==> config.mk <==
export PLATFORM = sky130hd
export DESIGN_NAME = beaver_share_multiplier
export DESIGN_NICKNAME = d
export VERILOG_FILES = /design/src/rtl/bsm_pkg.sv /design/src/rtl/bsm_products.sv /design/src/rtl/beaver_share_multiplier.sv
export VERILOG_INCLUDE_DIRS = /design/src /design/src/rtl
export SDC_FILE = /design/constraint.sdc
export NUM_CORES = 2
export LEC_CHECK = 0
export BUFFER_PORTS_ARGS = -buffer_cell sky130_fd_sc_hd__buf_2
export CORE_MARGIN = 3
export CORE_UTILIZATION = 60
export CTS_BUF_LIST = sky130_fd_sc_hd__clkbuf_4
export DETAILED_ROUTE_END_ITERATION = 8
export PLACE_DENSITY = 0.76
export SETUP_SLACK_MARGIN = 0.5
export SLEW_MARGIN = 40
export SYNTH_ARGS = -nofsm -noshare
export SYNTH_HDL_FRONTEND = slang
export SYNTH_SLANG_ARGS = --single-unit
==> constraint.sdc <==
create_clock -name clk -period 13.4 [get_ports clk]
set_clock_uncertainty 0.1 [all_clocks]
set_input_delay 2.68 -clock clk [delete_from_list [all_inputs] [get_ports clk]]
set_output_delay 2.68 -clock clk [all_outputs]
set_load 0.005 [all_outputs]
==> src/rtl/beaver_share_multiplier_assert.svh <==
// Assertion macros for the Beaver share multiplier RTL.
// Expects clk and rst in scope of the including module.
`ifndef BEAVER_SHARE_MULTIPLIER_ASSERT_SVH
`define BEAVER_SHARE_MULTIPLIER_ASSERT_SVH

// Same-cycle implication, checked outside reset.
`define BSM_ASSERT_NOW(lbl, ante, cons, msg) \
  lbl: assert property (@(posedge clk) disable iff (rst) (ante) |-> (cons)) \
    else $error(msg);

// Next-cycle implication, checked outside reset.
`define BSM_ASSERT_NEXT(lbl, ante, cons, msg) \
  lbl: assert property (@(posedge clk) disable iff (rst) (ante) |=> (cons)) \
    else $error(msg);

`endif

==> src/rtl/bsm_pkg.sv <==
// Shared types and op codes for the Beaver share multiplier.
// No dependencies; imported by beaver_share_multiplier.
`default_nettype none

package bsm_pkg;

  localparam int DATA_BITS = 32;

  localparam logic [2:0] OP_MASK       = 3'd0;
  localparam logic [2:0] OP_OPEN       = 3'd1;
  localparam logic [2:0] OP_COMBINE    = 3'd2;
  localparam logic [2:0] OP_B2A_MASK   = 3'd3;
  localparam logic [2:0] OP_B2A_COMBINE = 3'd4;

  typedef struct packed {
    logic [2:0]           op;
    logic                 binary_mode;
    logic [DATA_BITS-1:0] left;
    logic [DATA_BITS-1:0] right;
    logic [DATA_BITS-1:0] triple_a;
    logic [DATA_BITS-1:0] triple_b;
    logic [DATA_BITS-1:0] triple_c;
    logic                 own_bit;
  } in_word_t;

  typedef struct packed {
    logic [DATA_BITS-1:0] first;
    logic [DATA_BITS-1:0] second;
  } out_word_t;

endpackage

`default_nettype wire

==> src/rtl/bsm_products.sv <==
// Registered product unit: the three ring products of a Beaver combine.
// Depends on nothing but its parameter; used by beaver_share_multiplier.
`default_nettype none

module bsm_products #(
  parameter int W = 32
) (
  input  wire logic         clk,
  input  wire logic         load,
  input  wire logic [W-1:0] left,
  input  wire logic [W-1:0] right,
  input  wire logic [W-1:0] triple_a,
  input  wire logic [W-1:0] triple_b,
  output logic      [W-1:0] prod_lr,
  output logic      [W-1:0] prod_lb,
  output logic      [W-1:0] prod_ra
);

  always_ff @(posedge clk) begin
    if (load) begin
      prod_lr <= W'(left * right);
      prod_lb <= W'(left * triple_b);
      prod_ra <= W'(right * triple_a);
    end
  end

endmodule

`default_nettype wire

==> src/rtl/beaver_share_multiplier.sv <==
// Throughput: one word per cycle; each stage holds under back-pressure.
// Stages: input register, products, ring sum, output select register.
// Reset (rst, synchronous, active high) clears all valid bits and
// party_index; payload registers are not reset.
// Depends on bsm_pkg and bsm_products.
`default_nettype none

module beaver_share_multiplier #(
  parameter int RING_BITS = 32
) (
  input  wire logic              clk,
  input  wire logic              rst,
  input  wire logic              cfg_write_en,
  input  wire logic              cfg_write_data,
  input  wire logic              in_valid,
  output logic                   in_ready,
  input  wire bsm_pkg::in_word_t in_word,
  output logic                   out_valid,
  input  wire logic              out_ready,
  output bsm_pkg::out_word_t     out_word
);

  import bsm_pkg::*;

  localparam int W = (RING_BITS < DATA_BITS) ? RING_BITS : DATA_BITS;

  logic party_index;

  logic v1, v2, v3;
  logic rdy1, rdy2, rdy3, rdy4;

  // stage 1
  logic [2:0]   s1_op;
  logic         s1_bin;
  logic         s1_ob;
  logic [W-1:0] s1_l, s1_r, s1_a, s1_b, s1_c;

  // stage 2
  logic [2:0]   s2_op;
  logic         s2_bin;
  logic         s2_ob;
  logic [W-1:0] s2_c, s2_lin_first, s2_lin_second, s2_bcomb;
  logic [W-1:0] prod_lr, prod_lb, prod_ra;
  logic [W-1:0] lin_first_next, lin_second_next, bcomb_next;

  // stage 3
  logic [2:0]   s3_op;
  logic         s3_bin;
  logic         s3_ob;
  logic [W-1:0] s3_rsum, s3_lin_first, s3_lin_second, s3_bcomb;
  logic [W-1:0] rsum_next;

  logic [W-1:0] first_next, second_next;

  always_ff @(posedge clk) begin
    if (rst) begin
      party_index <= 1'b0;
    end else if (cfg_write_en) begin
      party_index <= cfg_write_data;
    end
  end

  assign rdy4     = !out_valid || out_ready;
  assign rdy3     = !v3 || rdy4;
  assign rdy2     = !v2 || rdy3;
  assign rdy1     = !v1 || rdy2;
  assign in_ready = rdy1;

  always_ff @(posedge clk) begin
    if (rst) begin
      v1        <= 1'b0;
      v2        <= 1'b0;
      v3        <= 1'b0;
      out_valid <= 1'b0;
    end else begin
      if (rdy1) v1 <= in_valid;
      if (rdy2) v2 <= v1;
      if (rdy3) v3 <= v2;
      if (rdy4) out_valid <= v3;
    end
  end

  always_ff @(posedge clk) begin
    if (rdy1 && in_valid) begin
      s1_op  <= in_word.op;
      s1_bin <= in_word.binary_mode;
      s1_ob  <= in_word.own_bit;
      s1_l   <= W'(in_word.left);
      s1_r   <= W'(in_word.right);
      s1_a   <= W'(in_word.triple_a);
      s1_b   <= W'(in_word.triple_b);
      s1_c   <= W'(in_word.triple_c);
    end
  end

  bsm_products #(
    .W(W)
  ) u_products (
    .clk      (clk),
    .load     (rdy2 && v1),
    .left     (s1_l),
    .right    (s1_r),
    .triple_a (s1_a),
    .triple_b (s1_b),
    .prod_lr  (prod_lr),
    .prod_lb  (prod_lb),
    .prod_ra  (prod_ra)
  );

  always_comb begin
    lin_first_next  = '0;
    lin_second_next = '0;
    unique case (s1_op)
      OP_MASK: begin
        lin_first_next  = s1_bin ? (s1_l ^ s1_a) : (s1_l + s1_a);
        lin_second_next = s1_bin ? (s1_r ^ s1_b) : (s1_r + s1_b);
      end
      OP_OPEN: begin
        lin_first_next = s1_bin ? (s1_l ^ s1_r) : (s1_l + s1_r);
      end
      OP_B2A_MASK: begin
        lin_first_next  = (party_index ? '0 : W'(s1_l[0])) + s1_a;
        lin_second_next = (party_index ? W'(s1_l[0]) : '0) + s1_b;
      end
      default: begin
        lin_first_next  = '0;
        lin_second_next = '0;
      end
    endcase
    bcomb_next = (party_index ? (s1_l & s1_r) : '0) ^ (s1_l & s1_b) ^ (s1_r & s1_a) ^ s1_c;
  end

  always_ff @(posedge clk) begin
    if (rdy2 && v1) begin
      s2_op         <= s1_op;
      s2_bin        <= s1_bin;
      s2_ob         <= s1_ob;
      s2_c          <= s1_c;
      s2_lin_first  <= lin_first_next;
      s2_lin_second <= lin_second_next;
      s2_bcomb      <= bcomb_next;
    end
  end

  assign rsum_next = (party_index ? prod_lr : '0) - prod_lb - prod_ra + s2_c;

  always_ff @(posedge clk) begin
    if (rdy3 && v2) begin
      s3_op         <= s2_op;
      s3_bin        <= s2_bin;
      s3_ob         <= s2_ob;
      s3_rsum       <= rsum_next;
      s3_lin_first  <= s2_lin_first;
      s3_lin_second <= s2_lin_second;
      s3_bcomb      <= s2_bcomb;
    end
  end

  always_comb begin
    unique case (s3_op)
      OP_MASK, OP_OPEN, OP_B2A_MASK: begin
        first_next  = s3_lin_first;
        second_next = s3_lin_second;
      end
      OP_COMBINE: begin
        first_next  = s3_bin ? s3_bcomb : s3_rsum;
        second_next = '0;
      end
      OP_B2A_COMBINE: begin
        first_next  = W'(s3_ob) - (s3_rsum << 1);
        second_next = '0;
      end
      default: begin
        first_next  = '0;
        second_next = '0;
      end
    endcase
  end

  always_ff @(posedge clk) begin
    if (rdy4 && v3) begin
      out_word.first  <= DATA_BITS'(first_next);
      out_word.second <= DATA_BITS'(second_next);
    end
  end

`include "beaver_share_multiplier_assert.svh"

  `BSM_ASSERT_NEXT(a_in_loads_s1, in_valid && in_ready, v1, "accepted word not in stage 1")
  `BSM_ASSERT_NOW(a_stall_full, !in_ready, v1 && v2 && v3 && out_valid, "stall with a bubble")
  `BSM_ASSERT_NEXT(a_s2_holds, v2 && !rdy3, v2 && $stable(s2_op), "stage 2 lost a held word")
  `BSM_ASSERT_NEXT(a_s3_to_out, v3 && rdy4, out_valid, "stage 3 word not delivered")

endmodule

`default_nettype wire
* Word-level counts from Yosys, hierarchy flattened *
Index checks and enable logic that the tools add are counted.

storage, ports and cells
  register bits after elaboration = 596
  bits of input ports = 171
  output and inout bits = 66
  word-level logic and storage cells = 85

cells by class
  add/sub/neg operators = 9
  multiply operators = 3
  equal/unequal tests = 6
  multiplexer cells = 11
  bitwise logic cells = 9
  reduce and logical (&&, ||, !) cells = 15

operator list
  kind                                                                   number
  32-bit two-way mux                                                     6
  32-bit one-hot mux with 3 select lines                                 2
  32-bit bitwise XOR                                                     6
  32-bit adder                                                           4
  32-bit AND                                                             3
  32-bit by 32-bit multiplier with 32-bit output                         3
  1-bit by 32-bit adder with 32-bit output                               2
  32-bit one-hot mux with 2 select lines                                 1
  32-bit subtractor                                                      2
  1-bit by 32-bit subtractor with 32-bit output                          1
  3-bit by 2-bit equality test with 1-bit output, second input constant  3
  3-bit by 1-bit equality test with 1-bit output, second input constant  2
  3-bit logical NOT                                                      2
  1-bit logical AND                                                      4
  1-bit logical NOT                                                      4
  1-bit logical OR                                                       4
  3-bit equality test, second input constant                             1
  3-bit OR reduction                                                     1
  1-bit two-way mux                                                      2

* Logic depth before layout (Yosys ltp) *
  depth in word-level cells = 6
  depth in mapped cells = 27
  gate-level depth less buffers = 25

* Cells and area by module *
A second synthesis with hierarchy kept.

unflattened totals
  cell total of the unflattened synthesis = 7802
  area, all modules = 78077.4 µm²

by module, submodules not included
  module                   instances  cells each  area an instance (µm²)  sequential area each (µm²)
  bsm_products             1          5331        49756.5                 2882.8
  beaver_share_multiplier  1          2471        28320.9                 14964.4

* Least setup slack after synthesis *
Ideal clock, no wire load.

  path type = input to register
  start point = input out_ready
  end point = register s2_bcomb[0] (enable)
  library setup time = 850 ps
  arrival = 13065 ps
  required time = 12450 ps
  path slack = -615 ps
  stages = 3
  path buffers = 0
  path through = nor2b_1 and3_1 nor2b_1

on the way
  longest elaborated chain between the ends = 4

RTL lines
  item                       RTL line                        source
  start, declared            beaver_share_multiplier.sv:19   input wire logic out_ready,
  1-bit logical OR           beaver_share_multiplier.sv:63   assign rdy4 = !out_valid || out_ready;
  1-bit logical OR           beaver_share_multiplier.sv:64   assign rdy3 = !v3 || rdy4;
  1-bit logical OR           beaver_share_multiplier.sv:65   assign rdy2 = !v2 || rdy3;
  1-bit logical AND          --
  named net u_products.load  bsm_products.sv:9               input wire logic load,
  end signal, assigned       beaver_share_multiplier.sv:141  s2_bcomb <= bcomb_next;
  end, declared              beaver_share_multiplier.sv:42   logic [W-1:0] s2_c, s2_lin_first, s2_lin_second, s2_bcomb;

The timed path passes the listed nets, and every way through them passes these cells.
A chain may end at the register's enable or synchronous reset.

* Worst setup path in the final report *
  start point = register s1_l[0]
  end point = register u_products.prod_lb[31], data pin

on the way
  longest elaborated chain between the ends = 1

RTL lines
  item                                            RTL line                       source
  start, declared                                 beaver_share_multiplier.sv:36  logic [W-1:0] s1_l, s1_r, s1_a, s1_b, s1_c;
  start signal, assigned                          beaver_share_multiplier.sv:88  s1_l <= W'(in_word.left);
  32-bit by 32-bit multiplier with 32-bit output  bsm_products.sv:22             prod_lb <= W'(left * triple_b);
  end signal, assigned                            bsm_products.sv:22
  end, declared                                   bsm_products.sv:15             output logic [W-1:0] prod_lb,

No other way between the ends.

==> metrics.md <==
| Metric | Value |
|---|---|
| Outcome | completed |
| Post-CTS setup buffer count | 0 |
| Cts hold-fix bufs | 0 |
| Area of the multi-input gates | 53700 µm² |
| Yosys cell types | 72 |
| Critical path class | flop to flop |
| Fmax achieved | 0.119 GHz |
| Largest net degree at the start of global routing | 92 |
| Multiplexer share of the synthesized area | 0.534% |
| First-pass GRT wire length | 396000 µm |
| Synth Area in Adders | 41.2% |
| # rows | 131 |
| Initial antenna violation count | 29 |
| Core ar. | 128000 µm² |
| DRT iter0 DRCs | 6674 |
| Routed len/inst | 27.5 µm |
| Post-DP HPWL | 192000 µm |
| Setup slack after layout | 5.03 ns |
| Critical path cell sequence | buf_4 > nand2_1 > fa_1 > inv_1 > fa_1 > fa_1 > inv_1 > fa_1 > inv_1 > ha_1 > ha_1 > fa_1 > fa_1 > ha_1 > a21oi_1 > o21ai_0 > a31oi_1 > o21bai_1 > a31oi_1 > o21ai_0 > o41ai_1 > o21ai_0 > xnor2_1 |
| FILL cells | 10164 |
| Clock tree sinks | 596 |
| Post-DR vias/cell | 6.10 |
| Max-cap viol count | 0 |
| Reg clk slew, reported paths | 0.07 ns |
| Critical Path RT | 14.14 ns |
| Syn nets | 9623 |
| Layout cell share with drive strength beyond 1 | 8.46% |
| Rel. slew slack | 29.4% |
| Remaining Overflow, GRT | 0 |
| Crit-path slowest cell | edfxtp_1 |
| Clock latency on the worst-skew pair | 1.13 ns |
| Layout net count | 9784 |
| Final wirelength | 266000 µm |
| Die X-Extent | 366 µm |
| GRT Util Overall | 40.5% |
| Die area | 134000 µm² |
| Post-synth design cell area | 77700 µm² |
| Cell accounting for the most synthesized area | fa_1 |
| Synth Area in Compound Gates | 5.68% |
| Share of the yosys chip area belonging to registers | 23.0% |
| Synthesized-area fraction occupied by and/or/nand/nor cells | 15.3% |
| Min Hold Slack | 0.307 ns |
| Fin util | 64.7% |
| CP max FO | 52 |
| Area delta synth->final | 6.72% |
| Max reg flops | 64 |
| Seq cells post-synth | 596 |
| Number of synthesized flops with an enable pin | 591 |
| Synth warn | 0 |
| Register area | 17800 µm² |
| Main combinational cell family by area after synthesis | adder cells |
| Most used cell, CP | fa_1 |
| Hold Path Class | flop to flop |
| Final Max Slew Viols | 0 |
| Initial core utilization | 60.6% |
| TNS Setup | 0 ns |
| Mapped Cells | 7663 |
| Final hold violation count | 0 |
| Post-synthesis xor/xnor area fraction | 6.16% |
| RSZ-0062 raised after global routing | false |
| Synth area leaders | fa_1 (33%), edfxtp_1 (23%), ha_1 (8.0%), and2_1 (7.9%), inv_1 (6.2%) |
| H-tree lvl count | 4 |
| Place WS | 5.23 ns |
| Gpl congestion | 1.01 |
| Crit. End Element | flop |
| CP arrival | 9.12 ns |
| DR vias | 59073 |
| Min cycle time layout | 8.37 ns |
| CP bufs+invs | 4 |
| Vias in the first global route | 60914 |
| Largest reg by FF count | out_word |
| Worst slew pin tran | 1.05 ns |
| Die H | 366 µm |
| R2r setup slk | 5.03 ns |
| CTS Root Buffer Type | clkbuf_4 |
| CP top delay family | adder cells |
| IO Port Bufs | 236 |
| Syn avg cell area | 10.1 µm² |
| TritonCTS buffer count | 157 |
| Main synth FF type | edfxtp_1 |
| Endpoints failing setup | 0 |
| Post-synth top area share | 33.2% |
| Crit path launch type | flop |
| Final worst-path cycle share | 62.5% |
| Fraction of registers with async set/reset | 0% |
| Post-CTS sizing | 0 |
| Largest stage delay on the critical path | 0.90 ns |
| Post-route ant nets | 0 |
| Clock buffer depth | 3 |
| Residual DRC count | 0 |
| TritonRoute pass-1 iters | 6 |
| CTS tree | built |
| Ports | 237 |
-- cell usage after synthesis, types with 6 or more instances --
master    count
fa_1       1289
inv_1      1278
and2_1      976
nand2_1     889
edfxtp_1    591
ha_1        500
clkbuf_1    384
xnor2_1     365
xor2_1      182
a21oi_1     178
nor2_1      156
o21ai_0     142
a21o_1       75
nand3_1      67
nor3_1       54
mux2i_1      37
o221ai_1     34
o22ai_1      34
nand4_1      33
o21a_1       33
a211oi_1     28
a31oi_1      28
a22oi_1      27
and3_1       26
nor2b_1      25
nand2b_1     23
o211ai_1     23
o21bai_1     20
or3_1        14
and4_1       13
or2_2        12
buf_1        11
nor4_1       10
or4_1         9
a211o_1       7
a21boi_0      6
a221oi_1      6
a31o_2        6
-- layer usage --
metal / GRT usage [%] / up-vias / part of all wire, %
met1: 52.7 / 29670 / 36
met2: 59.6 / 4142 / 43
met3: 11.6 / 871 / 13
met4: 26.3 / 4 / 7.8
met5: 0 / - / 0.011
li1: - / 24386 / -
-- final timing paths --
| kind | start | endpoint | cells past startpoint |
|---|---|---|---|
| min | s2_lin_first[26] | s3_lin_first[26] | 0 |
| min reg2reg | s2_lin_first[26] | s3_lin_first[26] | 0 |
| max reg2reg | s1_l[0] | u_products.prod_lb[31] | 23 |
| max | s1_l[0] | u_products.prod_lb[31] | 23 |
-- cell usage in the layout, fill, tap and decap left out, types with 33 or more instances in the layout --
| cell | instances |
|---|---|
| a21o_1 | 75 |
| a21oi_1 | 176 |
| and2_1 | 976 |
| buf_2 | 236 |
| buf_4 | 153 |
| clkbuf_4 | 200 |
| clkinv_1 | 44 |
| edfxtp_1 | 591 |
| fa_1 | 1289 |
| ha_1 | 500 |
| inv_1 | 1278 |
| mux2i_1 | 37 |
| nand2_1 | 889 |
| nand3_1 | 67 |
| nand4_1 | 33 |
| nor2_1 | 155 |
| nor3_1 | 53 |
| o21a_1 | 33 |
| o21ai_0 | 142 |
| o221ai_1 | 34 |
| o22ai_1 | 34 |
| xnor2_1 | 363 |
| xor2_1 | 181 |
-- layout make-up --
cell class | count | area share [%]
Multi-Input combinational cell | 5393 | 64.7
Sequential cell | 596 | 21.5
Inverter | 1278 | 5.78
Timing Repair Buffer | 398 | 2.99
Tap cell | 1729 | 2.61
Clock buffer | 200 | 1.81
Clock inverter | 69 | 0.528
Antenna cell | 23 | 0.0694
-- cells by family (layout without fill, tap and decap cells) --
group | after synthesis | after routing
buf+inv | 1674 | 1945
fa+ha+maj | 1789 | 1789
other cells | 0 | 23
flops | 596 | 596
mux | 41 | 41
xor+xnor | 547 | 547
simple gates | 2328 | 2328
compound gates | 688 | 688
-- metrics by stage --
step	area, µm²	cells
detailed placement	80900	9393
global route	82900	9670
floorplan	77700	7663
CTS	82900	9662
global placement	80800	9390
finish	83000	9686
Power is left out: the tool's default activity adds up to more than one toggle a clock period on the data nets, which glitch-free logic cannot reach.
